===== config.mk =====
export PLATFORM = sky130hd
export DESIGN_NAME = rational_accumulator_alu_unit_flat
export DESIGN_NICKNAME = d
export VERILOG_FILES = /design/src/rtl/rac_pkg.sv /design/src/rtl/rac_cmd_if.sv /design/src/rtl/rac_rsp_if.sv /design/src/rtl/rac_mul.sv /design/src/rtl/rac_reduce.sv /design/src/rtl/rational_accumulator_alu_unit.sv /design/src/flat_wrapper.sv
export SDC_FILE = /design/constraint.sdc
export NUM_CORES = 2
export LEC_CHECK = 0
export BUFFER_PORTS_ARGS = -buffer_cell sky130_fd_sc_hd__buf_2
export CAP_MARGIN = 0
export CORE_MARGIN = 2
export CORE_UTILIZATION = 30
export DETAILED_ROUTE_END_ITERATION = 6
export HOLD_SLACK_MARGIN = 0.06
export PLACE_DENSITY = 0.54
export SLEW_MARGIN = 20
export SYNTH_ARGS = -nofsm -noshare
export SYNTH_HDL_FRONTEND = slang
export SYNTH_HIERARCHICAL = 1
export SYNTH_SLANG_ARGS = --single-unit

===== constraint.sdc =====
create_clock -name clk -period 7.8 [get_ports clk]
set_input_delay 1.17 -clock clk [delete_from_list [all_inputs] [get_ports clk]]
set_output_delay 1.17 -clock clk [all_outputs]
set_load 0.03 [all_outputs]

===== src/rtl/rac_pkg.sv =====
`default_nettype none

package rac_pkg;

    localparam int OPCODE_WIDTH = 3;

    typedef logic [OPCODE_WIDTH-1:0] opcode_t;

    localparam opcode_t OP_LOAD = 3'd0;
    localparam opcode_t OP_ADD  = 3'd1;
    localparam opcode_t OP_SUB  = 3'd2;
    localparam opcode_t OP_MUL  = 3'd3;
    localparam opcode_t OP_DIV  = 3'd4;
    localparam opcode_t OP_READ = 3'd5;

endpackage

`default_nettype wire


===== src/rtl/rac_cmd_if.sv =====
`default_nettype none

interface rac_cmd_if #(
    parameter int OPERAND_WIDTH = 16
);
    import rac_pkg::*;

    logic                            valid;
    logic                            ready;
    opcode_t                         opcode;
    logic signed [OPERAND_WIDTH-1:0] operand_num;
    logic signed [OPERAND_WIDTH-1:0] operand_den;

    modport source (output valid, output opcode, output operand_num, output operand_den,
                    input ready);
    modport sink   (input valid, input opcode, input operand_num, input operand_den,
                    output ready);
endinterface

`default_nettype wire


===== src/rtl/rac_rsp_if.sv =====
`default_nettype none

interface rac_rsp_if #(
    parameter int ACC_WIDTH = 32
);
    logic                        valid;
    logic                        ready;
    logic signed [ACC_WIDTH-1:0] result_num;
    logic signed [ACC_WIDTH-1:0] result_den;

    modport source (output valid, output result_num, output result_den, input ready);
    modport sink   (input valid, input result_num, input result_den, output ready);
endinterface

`default_nettype wire


===== src/rtl/rac_mul.sv =====
`default_nettype none

// Shift-add multiplier, one multiplier bit per cycle, product wraps at XW bits.
// The multiplier y is two's complement: its top bit weighs negative.
module rac_mul #(
    parameter int XW = 32,
    parameter int YW = 16
) (
    input  wire logic          clk,
    input  wire logic          rst_n,
    input  wire logic          start,
    input  wire logic [XW-1:0] x,
    input  wire logic [YW-1:0] y,
    output logic               done,
    output logic [XW-1:0]      prod
);
    localparam int CW = $clog2(YW);

    logic [XW-1:0] xs_reg, xs_next;
    logic [YW-1:0] ys_reg, ys_next;
    logic [XW-1:0] p_reg, p_next;
    logic [CW-1:0] cnt_reg, cnt_next;
    logic          busy_reg, busy_next;
    logic          done_reg, done_next;
    logic [XW-1:0] addend;
    logic          last;

    always_comb
    begin
        xs_next   = xs_reg;
        ys_next   = ys_reg;
        p_next    = p_reg;
        cnt_next  = cnt_reg;
        busy_next = busy_reg;
        done_next = 1'b0;
        addend    = ys_reg[0] ? xs_reg : '0;
        last      = (cnt_reg == CW'(YW - 1));
        if (start)
        begin
            xs_next   = x;
            ys_next   = y;
            p_next    = '0;
            cnt_next  = '0;
            busy_next = 1'b1;
        end
        else if (busy_reg)
        begin
            p_next   = last ? (p_reg - addend) : (p_reg + addend);
            xs_next  = {xs_reg[XW-2:0], 1'b0};
            ys_next  = {1'b0, ys_reg[YW-1:1]};
            cnt_next = cnt_reg + 1'b1;
            if (last)
            begin
                busy_next = 1'b0;
                done_next = 1'b1;
            end
        end
    end

    always_ff @(posedge clk or negedge rst_n)
    begin
        if (!rst_n)
        begin
            busy_reg <= 1'b0;
            done_reg <= 1'b0;
            cnt_reg  <= '0;
        end
        else
        begin
            busy_reg <= busy_next;
            done_reg <= done_next;
            cnt_reg  <= cnt_next;
        end
    end

    always_ff @(posedge clk)
    begin
        xs_reg <= xs_next;
        ys_reg <= ys_next;
        p_reg  <= p_next;
    end

    assign done = done_reg;
    assign prod = p_reg;

endmodule

`default_nettype wire


===== src/rtl/rac_reduce.sv =====
`default_nettype none

// Reduces two nonzero magnitudes by their GCD.
// Binary GCD (one shift or subtract per cycle), then a restoring divide of
// both terms by the GCD in parallel, one quotient bit per cycle.
module rac_reduce #(
    parameter int WIDTH = 32
) (
    input  wire logic             clk,
    input  wire logic             rst_n,
    input  wire logic             start,
    input  wire logic [WIDTH-1:0] n_in,
    input  wire logic [WIDTH-1:0] d_in,
    output logic                  done,
    output logic [WIDTH-1:0]      n_out,
    output logic [WIDTH-1:0]      d_out
);
    localparam int KW = $clog2(WIDTH + 1);

    localparam logic [1:0] R_IDLE = 2'd0;
    localparam logic [1:0] R_TWOS = 2'd1;
    localparam logic [1:0] R_GCD  = 2'd2;
    localparam logic [1:0] R_DIV  = 2'd3;

    logic [1:0]       state_reg, state_next;
    logic [WIDTH-1:0] u_reg, u_next, v_reg, v_next, g_reg, g_next;
    logic [WIDTH-1:0] n_reg, n_next, d_reg, d_next;
    logic [WIDTH-1:0] rn_reg, rn_next, rd_reg, rd_next;
    logic [KW-1:0]    k_reg, k_next, cnt_reg, cnt_next;
    logic             done_reg, done_next;
    logic [WIDTH:0]   trial_n, trial_d, diff_n, diff_d;

    always_comb
    begin
        state_next = state_reg;
        u_next     = u_reg;
        v_next     = v_reg;
        g_next     = g_reg;
        n_next     = n_reg;
        d_next     = d_reg;
        rn_next    = rn_reg;
        rd_next    = rd_reg;
        k_next     = k_reg;
        cnt_next   = cnt_reg;
        done_next  = 1'b0;
        trial_n    = {rn_reg, n_reg[WIDTH-1]};
        trial_d    = {rd_reg, d_reg[WIDTH-1]};
        diff_n     = trial_n - {1'b0, g_reg};
        diff_d     = trial_d - {1'b0, g_reg};
        case (state_reg)
            R_IDLE:
            begin
                if (start)
                begin
                    u_next     = n_in;
                    v_next     = d_in;
                    n_next     = n_in;
                    d_next     = d_in;
                    k_next     = '0;
                    state_next = R_TWOS;
                end
            end
            R_TWOS:
            begin
                // strip common factors of two
                if (!u_reg[0] && !v_reg[0])
                begin
                    u_next = u_reg >> 1;
                    v_next = v_reg >> 1;
                    k_next = k_reg + 1'b1;
                end
                else
                begin
                    state_next = R_GCD;
                end
            end
            R_GCD:
            begin
                if (v_reg == '0)
                begin
                    g_next     = u_reg << k_reg;
                    rn_next    = '0;
                    rd_next    = '0;
                    cnt_next   = '0;
                    state_next = R_DIV;
                end
                else if (!u_reg[0])
                begin
                    u_next = u_reg >> 1;
                end
                else if (!v_reg[0])
                begin
                    v_next = v_reg >> 1;
                end
                else if (u_reg > v_reg)
                begin
                    u_next = v_reg;
                    v_next = u_reg - v_reg;
                end
                else
                begin
                    v_next = v_reg - u_reg;
                end
            end
            R_DIV:
            begin
                if (!diff_n[WIDTH])
                begin
                    rn_next = diff_n[WIDTH-1:0];
                end
                else
                begin
                    rn_next = trial_n[WIDTH-1:0];
                end
                if (!diff_d[WIDTH])
                begin
                    rd_next = diff_d[WIDTH-1:0];
                end
                else
                begin
                    rd_next = trial_d[WIDTH-1:0];
                end
                n_next   = {n_reg[WIDTH-2:0], ~diff_n[WIDTH]};
                d_next   = {d_reg[WIDTH-2:0], ~diff_d[WIDTH]};
                cnt_next = cnt_reg + 1'b1;
                if (cnt_reg == KW'(WIDTH - 1))
                begin
                    done_next  = 1'b1;
                    state_next = R_IDLE;
                end
            end
            default:
            begin
                state_next = R_IDLE;
            end
        endcase
    end

    always_ff @(posedge clk or negedge rst_n)
    begin
        if (!rst_n)
        begin
            state_reg <= R_IDLE;
            done_reg  <= 1'b0;
            cnt_reg   <= '0;
            k_reg     <= '0;
        end
        else
        begin
            state_reg <= state_next;
            done_reg  <= done_next;
            cnt_reg   <= cnt_next;
            k_reg     <= k_next;
        end
    end

    always_ff @(posedge clk)
    begin
        u_reg  <= u_next;
        v_reg  <= v_next;
        g_reg  <= g_next;
        n_reg  <= n_next;
        d_reg  <= d_next;
        rn_reg <= rn_next;
        rd_reg <= rd_next;
    end

    assign done  = done_reg;
    assign n_out = n_reg;
    assign d_out = d_reg;

endmodule

`default_nettype wire


===== src/rtl/rational_accumulator_alu_unit.sv =====
// Rational accumulator ALU.
// Holds one fraction acc_num/acc_den. Each request on cmd carries an opcode
// (load, add, subtract, multiply, divide, read) and an operand fraction.
// The operand is first reduced to lowest terms, then combined with the
// accumulator by cross multiplication (load copies it), and the new value is
// reduced again. Reduction works on magnitudes and keeps each term's sign;
// a fraction with a zero term is left as is. Arithmetic wraps at ACC_WIDTH
// bits. Only read produces a response on rsp: the accumulator's two terms.
// Opcodes six and seven are taken and dropped.
// Latency: read shows on rsp one cycle after it is taken. Other requests
// run on one shift-add multiplier (two products for multiply and divide,
// three for add and subtract, none for load) and one GCD/divide unit
// (binary GCD, then a divide of both W-bit magnitudes, W = max of both
// widths), used for the operand and for the result; zero terms skip
// the matching reduction.
// One request is worked on at a time; cmd.ready is low meanwhile.
// A waiting response that rsp does not take also holds off cmd.
// Reset clears the accumulator to 0/0 and drops any pending response.
`default_nettype none

module rational_accumulator_alu_unit #(
    parameter int OPERAND_WIDTH = 16,
    parameter int ACC_WIDTH     = 32
) (
    input wire logic clk,
    input wire logic rst_n,
    rac_cmd_if.sink  cmd,
    rac_rsp_if.source rsp
);
    import rac_pkg::*;

    localparam int OW = OPERAND_WIDTH;
    localparam int AW = ACC_WIDTH;
    localparam int MW = (OPERAND_WIDTH > ACC_WIDTH) ? OPERAND_WIDTH : ACC_WIDTH;

    localparam logic [3:0] S_IDLE   = 4'd0;
    localparam logic [3:0] S_OPCHK  = 4'd1;
    localparam logic [3:0] S_OPRED  = 4'd2;
    localparam logic [3:0] S_ARITH  = 4'd3;
    localparam logic [3:0] S_MUL0   = 4'd4;
    localparam logic [3:0] S_MUL1   = 4'd5;
    localparam logic [3:0] S_MUL2   = 4'd6;
    localparam logic [3:0] S_ACCCHK = 4'd7;
    localparam logic [3:0] S_ACCRED = 4'd8;

    logic [3:0]    state_reg, state_next;
    opcode_t       op_reg, op_next;
    logic [OW-1:0] cn_reg, cn_next, cd_reg, cd_next;
    logic [AW-1:0] nn_reg, nn_next, nd_reg, nd_next;
    logic [AW-1:0] acc_num_reg, acc_num_next, acc_den_reg, acc_den_next;
    logic          mul_start_reg, mul_start_next;
    logic          red_start_reg, red_start_next;
    logic          out_valid_reg, out_valid_next;
    logic signed [AW-1:0] out_num_reg, out_num_next, out_den_reg, out_den_next;

    logic          cmd_fire;
    logic          is_add_sub;

    // sign and magnitude views
    logic          cn_neg, cd_neg, nn_neg, nd_neg;
    logic [OW-1:0] cn_mag, cd_mag;
    logic [AW-1:0] nn_mag, nd_mag;
    logic [OW-1:0] cn_q, cd_q;
    logic [AW-1:0] nn_q, nd_q;

    // shared units
    logic [AW-1:0] mul_x, mul_prod;
    logic [OW-1:0] mul_y;
    logic          mul_done;
    logic [MW-1:0] red_n, red_d, red_qn, red_qd;
    logic          red_done;

    assign cmd_fire   = cmd.valid && cmd.ready;
    assign cmd.ready  = (state_reg == S_IDLE) && (!out_valid_reg || rsp.ready);
    assign is_add_sub = (op_reg == OP_ADD) || (op_reg == OP_SUB);

    assign cn_neg = cn_reg[OW-1];
    assign cd_neg = cd_reg[OW-1];
    assign nn_neg = nn_reg[AW-1];
    assign nd_neg = nd_reg[AW-1];
    assign cn_mag = cn_neg ? (-cn_reg) : cn_reg;
    assign cd_mag = cd_neg ? (-cd_reg) : cd_reg;
    assign nn_mag = nn_neg ? (-nn_reg) : nn_reg;
    assign nd_mag = nd_neg ? (-nd_reg) : nd_reg;

    assign cn_q = cn_neg ? (-red_qn[OW-1:0]) : red_qn[OW-1:0];
    assign cd_q = cd_neg ? (-red_qd[OW-1:0]) : red_qd[OW-1:0];
    assign nn_q = nn_neg ? (-red_qn[AW-1:0]) : red_qn[AW-1:0];
    assign nd_q = nd_neg ? (-red_qd[AW-1:0]) : red_qd[AW-1:0];

    // reduce unit input follows the phase: operand or new accumulator value
    assign red_n = (state_reg == S_OPRED) ? MW'(cn_mag) : MW'(nn_mag);
    assign red_d = (state_reg == S_OPRED) ? MW'(cd_mag) : MW'(nd_mag);

    // multiplier operands by product slot
    //   slot 0: a*d (a*c for multiply)
    //   slot 1: b*c (add and subtract only)
    //   slot 2: b*d (b*c for divide)
    always_comb
    begin
        mul_x = acc_den_reg;
        mul_y = cd_reg;
        case (state_reg)
            S_MUL0:
            begin
                mul_x = acc_num_reg;
                mul_y = (op_reg == OP_MUL) ? cn_reg : cd_reg;
            end
            S_MUL1:
            begin
                mul_y = cn_reg;
            end
            S_MUL2:
            begin
                mul_y = (op_reg == OP_DIV) ? cn_reg : cd_reg;
            end
            default:
            begin
                mul_y = cd_reg;
            end
        endcase
    end

    always_comb
    begin
        state_next     = state_reg;
        op_next        = op_reg;
        cn_next        = cn_reg;
        cd_next        = cd_reg;
        nn_next        = nn_reg;
        nd_next        = nd_reg;
        acc_num_next   = acc_num_reg;
        acc_den_next   = acc_den_reg;
        mul_start_next = 1'b0;
        red_start_next = 1'b0;
        out_valid_next = out_valid_reg;
        out_num_next   = out_num_reg;
        out_den_next   = out_den_reg;

        if (out_valid_reg && rsp.ready)
        begin
            out_valid_next = 1'b0;
        end

        case (state_reg)
            S_IDLE:
            begin
                if (cmd_fire)
                begin
                    op_next = cmd.opcode;
                    cn_next = cmd.operand_num;
                    cd_next = cmd.operand_den;
                    if (cmd.opcode == OP_READ)
                    begin
                        out_valid_next = 1'b1;
                        out_num_next   = acc_num_reg;
                        out_den_next   = acc_den_reg;
                    end
                    else if (cmd.opcode inside {[OP_LOAD:OP_DIV]})
                    begin
                        state_next = S_OPCHK;
                    end
                end
            end
            S_OPCHK:
            begin
                if ((cn_reg == '0) || (cd_reg == '0))
                begin
                    state_next = S_ARITH;
                end
                else
                begin
                    red_start_next = 1'b1;
                    state_next     = S_OPRED;
                end
            end
            S_OPRED:
            begin
                if (red_done)
                begin
                    cn_next    = cn_q;
                    cd_next    = cd_q;
                    state_next = S_ARITH;
                end
            end
            S_ARITH:
            begin
                if (op_reg == OP_LOAD)
                begin
                    nn_next    = AW'($signed(cn_reg));
                    nd_next    = AW'($signed(cd_reg));
                    state_next = S_ACCCHK;
                end
                else
                begin
                    mul_start_next = 1'b1;
                    state_next     = S_MUL0;
                end
            end
            S_MUL0:
            begin
                if (mul_done)
                begin
                    nn_next        = mul_prod;
                    mul_start_next = 1'b1;
                    state_next     = is_add_sub ? S_MUL1 : S_MUL2;
                end
            end
            S_MUL1:
            begin
                if (mul_done)
                begin
                    nn_next        = (op_reg == OP_ADD) ? (nn_reg + mul_prod)
                                                        : (nn_reg - mul_prod);
                    mul_start_next = 1'b1;
                    state_next     = S_MUL2;
                end
            end
            S_MUL2:
            begin
                if (mul_done)
                begin
                    nd_next    = mul_prod;
                    state_next = S_ACCCHK;
                end
            end
            S_ACCCHK:
            begin
                if ((nn_reg == '0) || (nd_reg == '0))
                begin
                    acc_num_next = nn_reg;
                    acc_den_next = nd_reg;
                    state_next   = S_IDLE;
                end
                else
                begin
                    red_start_next = 1'b1;
                    state_next     = S_ACCRED;
                end
            end
            S_ACCRED:
            begin
                if (red_done)
                begin
                    acc_num_next = nn_q;
                    acc_den_next = nd_q;
                    state_next   = S_IDLE;
                end
            end
            default:
            begin
                state_next = S_IDLE;
            end
        endcase
    end

    always_ff @(posedge clk or negedge rst_n)
    begin
        if (!rst_n)
        begin
            state_reg     <= S_IDLE;
            acc_num_reg   <= '0;
            acc_den_reg   <= '0;
            mul_start_reg <= 1'b0;
            red_start_reg <= 1'b0;
            out_valid_reg <= 1'b0;
        end
        else
        begin
            state_reg     <= state_next;
            acc_num_reg   <= acc_num_next;
            acc_den_reg   <= acc_den_next;
            mul_start_reg <= mul_start_next;
            red_start_reg <= red_start_next;
            out_valid_reg <= out_valid_next;
        end
    end

    always_ff @(posedge clk)
    begin
        op_reg      <= op_next;
        cn_reg      <= cn_next;
        cd_reg      <= cd_next;
        nn_reg      <= nn_next;
        nd_reg      <= nd_next;
        out_num_reg <= out_num_next;
        out_den_reg <= out_den_next;
    end

    rac_mul #(
        .XW (AW),
        .YW (OW)
    ) u_mul (
        .clk   (clk),
        .rst_n (rst_n),
        .start (mul_start_reg),
        .x     (mul_x),
        .y     (mul_y),
        .done  (mul_done),
        .prod  (mul_prod)
    );

    rac_reduce #(
        .WIDTH (MW)
    ) u_reduce (
        .clk   (clk),
        .rst_n (rst_n),
        .start (red_start_reg),
        .n_in  (red_n),
        .d_in  (red_d),
        .done  (red_done),
        .n_out (red_qn),
        .d_out (red_qd)
    );

    assign rsp.valid      = out_valid_reg;
    assign rsp.result_num = out_num_reg;
    assign rsp.result_den = out_den_reg;

endmodule

`default_nettype wire

===== src/flat_wrapper.sv =====
// flat-port wrapper written by rule: the top's interface ports become plain ports
module rational_accumulator_alu_unit_flat import rac_pkg::*;
#(
    parameter int OPERAND_WIDTH = 16,
    parameter int ACC_WIDTH     = 32
)
  (clk, rst_n, cmd_valid, cmd_opcode, cmd_operand_num, cmd_operand_den, cmd_ready, rsp_valid, rsp_result_num, rsp_result_den, rsp_ready);
  rac_cmd_if #(.OPERAND_WIDTH(OPERAND_WIDTH)) cmd_i ();
  rac_rsp_if #(.ACC_WIDTH(ACC_WIDTH)) rsp_i ();
  input wire logic clk;
  input wire logic rst_n;
  input wire logic [$bits(cmd_i.valid)-1:0] cmd_valid;
  input wire logic [$bits(cmd_i.opcode)-1:0] cmd_opcode;
  input wire logic [$bits(cmd_i.operand_num)-1:0] cmd_operand_num;
  input wire logic [$bits(cmd_i.operand_den)-1:0] cmd_operand_den;
  output wire logic [$bits(cmd_i.ready)-1:0] cmd_ready;
  output wire logic [$bits(rsp_i.valid)-1:0] rsp_valid;
  output wire logic [$bits(rsp_i.result_num)-1:0] rsp_result_num;
  output wire logic [$bits(rsp_i.result_den)-1:0] rsp_result_den;
  input wire logic [$bits(rsp_i.ready)-1:0] rsp_ready;
  assign cmd_i.valid = cmd_valid;
  assign cmd_i.opcode = cmd_opcode;
  assign cmd_i.operand_num = cmd_operand_num;
  assign cmd_i.operand_den = cmd_operand_den;
  assign cmd_ready = cmd_i.ready;
  assign rsp_valid = rsp_i.valid;
  assign rsp_result_num = rsp_i.result_num;
  assign rsp_result_den = rsp_i.result_den;
  assign rsp_i.ready = rsp_ready;
  rational_accumulator_alu_unit #(.OPERAND_WIDTH(OPERAND_WIDTH), .ACC_WIDTH(ACC_WIDTH)) u_core (.clk(clk), .rst_n(rst_n), .cmd(cmd_i), .rsp(rsp_i));
endmodule

==> reports/qor.csv <==
metric,value,unit
post-place-ws,2880,ps
rsz0062_at_grt,no,
ctsHoldBuffers,0,
synth_compound_area_share,18.5,%
powerDensity,467,mW/mm2
place_inst,6106,
netlist_top_cells_area,"edfxtp_1, ha_1, dfrtp_1, mux2_2, nand2_1",
cpPeakStageDelay,750,ps
yosysUniqueCellTypes,120,
drv_cap,0,
crit_path_max_fanout,6,
worst_ep_arrival_time,5540,ps
r2r-end,u_core/u_mul/prod[31]$_SDFFE_PP0P_,
r2r_cells,17,
timing.fmax,0.199,GHz
drt_pass1_iterations,7,
hold_start,u_core/acc_num_reg[20]$_DFFE_PN0P_,
hp-class,flip-flop to flip-flop,
cts_buffers,68,
setup.worst_path.start_class,flip-flop,
violations,DRC,
hold_violations,0,
crit_required,8320,ps
tightest_slew,1060,ps
ys_seq_area_share,38.8,%
place_hpwl,100,mm
drive_gt1_share,12.8,%
vdd.ir_drop.worst,249,uV
synth_common_cells,"nand2_1, edfxtp_1, nor2_1",
cts_buffer_depth,3,
layout.cells.non_filler,6235,
post_cts_buffers,0,
yosys.area_share.xor_xnor,7.66,%
fillCellCount,14037,
synthMuxAreaShare,9.05,%
rows,136,
reg2reg_setup_slack,2780,ps
antenna_found_initial,3,
wirelength,134,mm
die_area,0.140,mm2
drt_iter0_drc,2972,
whs_path_depth,0,
yosys.area.top_type,edfxtp_1,
grt_pass1_wl,203,mm
leakage,17.6,nW
synthAdderAreaFrac,6.69,%
synth_cells,4392,
htree_levels,3,
synth-async-reset-ratio,16.5,%
crit_chain,or4_4 -> nor3_4 -> nor3b_1 -> nand2_1 -> nor3_1 -> a21oi_1 -> xor2_1 -> nand2_1 -> ha_1 -> and3_1 -> a311oi_1 -> o21ai_0 -> a2111oi_1 -> o31ai_1 -> mux2i_1 -> a21o_1 -> a21oi_1,
syn_area,0.0412,mm2
utilization,33.4,%
skew,62.9,ps
synth.most_common_cell,nand2_1,
rr_startpoint,u_core/u_mul/xs_reg[4]$_DFFE_PP_,
synth-seq-cells,559,
design.core.area,0.137,mm2
grt_max_degree,82,
syn_nets,4648,
drc,1,
synth_warnings,6,
tritoncts,built,
insertion_delay,680,ps
fin_crit,5020,ps
root_buffer,clkbuf_16,
status,"complete, but fails checks",
relSlewSlack,29.5,%
grtUsageTotal,18.6,%
fin_crit_sh,64.4,%
total_power,21.4,mW
nets,4639,
cts.sinks,559,
path_class,flip-flop to flip-flop,
finalSetupViolCount,0,
hold_ws,481,ps
fin_ws,2780,ps
synth-simple-area-share,15.0,%
syn_area_per_cell,9.39,um2
hold_end,u_core/rsp.result_num[20]$_DFFE_PP_,
synth_top_area_share,31.7,%
vias_per_cell,5.43,
die_height,375,um
syn_to_final_growth,10.9,%
clk_pin_slew_worst_paths,60,ps
start_util,30.1,%
synth_top_family_by_area,compound AO/OA/AOI/OAI gates,
endpoint_kind,flip-flop,
die_x,375,um
port_buffers,104,
synth_edf_count,435,
crit_slowest_cell,a2111oi_1,
grt.overflow.total,0,
dr_total_vias,33863,
cts_resized,0,
antenna_left,0,
wire_per_inst,21.4,um
io-pin-count,105,
postPlaceCellArea,0.0435,mm2
grt_pass1_vias,32689,
finish.instance_area,0.0457,mm2
fin_tns_setup,0,ps
synth_top_flop_cell,edfxtp_1,
report.final.slew_viol_count,0,
place_congestion,0.911,
layout make-up:
| cell class | instances | area, um2 | share of cell area [%] |
|---|---|---|---|
| Clock buffer | 86 | 1830 | 4.00 |
| Multi-Input combinational cell | 3409 | 23600 | 51.6 |
| Inverter | 193 | 724 | 1.58 |
| Antenna cell | 2 | 5.00 | 0.0109 |
| Tap cell | 1794 | 2240 | 4.91 |
| Timing Repair Buffer | 152 | 903 | 1.97 |
| Clock inverter | 40 | 428 | 0.935 |
| Sequential cell | 559 | 16000 | 35.0 |
per-layer routing:
layer / GRT usage, % / up-vias / share of wire [%] / routed length [um]
met5: 0 / - / 0 / 0
met4: 5.88 / 0 / 3.0 / 4010
met3: 2.16 / 176 / 5.1 / 6790
met2: 31.0 / 1001 / 47 / 63200
met1: 25.0 / 16587 / 45 / 59600
li1: - / 16099 / - / -
cells by family (layout without fill, tap and decap cells):
family,count (synthesis),in the layout
simple gates,1329,1329
flops,559,559
buf+inv,424,471
xor+xnor,359,359
mux,315,315
other cells,0,2
fa+ha+maj,217,217
compound gates,1189,1189
power by group:
part / total, mW / switching (mW) / internal (mW)
Combinational: 12.3 / 7.41 / 4.91
Clock: 3.25 / 1.37 / 1.88
Sequential: 5.78 / 1.22 / 4.55
placed cells by master (no fill, tap or decap), types with 26 or more instances in the layout:
cell / count
buf_2: 103
a21o_1: 76
o21ai_0: 327
mux2_2: 178
a221oi_1: 33
nor2b_1: 34
o31ai_1: 50
edfxtp_1: 435
nor4_1: 33
clkbuf_16: 70
nor3_1: 63
inv_1: 189
nand4_1: 32
or3_1: 37
o22ai_1: 36
o21bai_1: 26
nor2_1: 401
nand3_1: 56
mux2i_1: 105
a211oi_1: 49
a21oi_1: 311
xnor2_1: 170
ha_1: 210
and3_1: 30
dfrtp_1: 90
mux4_2: 27
nand2b_1: 37
nand2_1: 479
xor2_1: 187
a31oi_1: 27
buf_4: 48
dfxtp_1: 32
how the worst max path moves through the flow:
| stage | from | endpoint | slack [ps] | cells after the start |
|---|---|---|---|---|
| 6_report | u_core/u_mul/xs_reg[4]$_DFFE_PP_ | u_core/u_mul/prod[31]$_SDFFE_PP0P_ | 2780 | 17 |
| 5_1_grt | u_core/u_mul/xs_reg[4]$_DFFE_PP_ | u_core/u_mul/prod[31]$_SDFFE_PP0P_ | 2460 | 17 |
| 4_1_cts | u_core/u_mul/xs_reg[4]$_DFFE_PP_ | u_core/u_mul/prod[31]$_SDFFE_PP0P_ | 2870 | 17 |
| 3_5_place_dp | u_core/u_mul/xs_reg[4]$_DFFE_PP_ | u_core/u_mul/prod[31]$_SDFFE_PP0P_ | 2880 | 17 |
| 3_3_place_gp | u_core/u_mul/xs_reg[4]$_DFFE_PP_ | u_core/u_mul/prod[31]$_SDFFE_PP0P_ | 2800 | 16 |
| 2_1_floorplan | u_core/u_reduce/state_reg[0]$_DFFE_PN0P_ | u_core/u_reduce/d_out[0]$_DFFE_PP_ | 1490 | 5 |
worst max-delay path: cells and delay by family, from the launching register on:
family | cells | cell delay (ps)
flops | 1 | 440
mux | 1 | 240
fa+ha+maj | 1 | 380
simple gates | 7 | 1860
xor+xnor | 1 | 170
compound gates | 7 | 1810
Power figures use the tool's default switching activity.
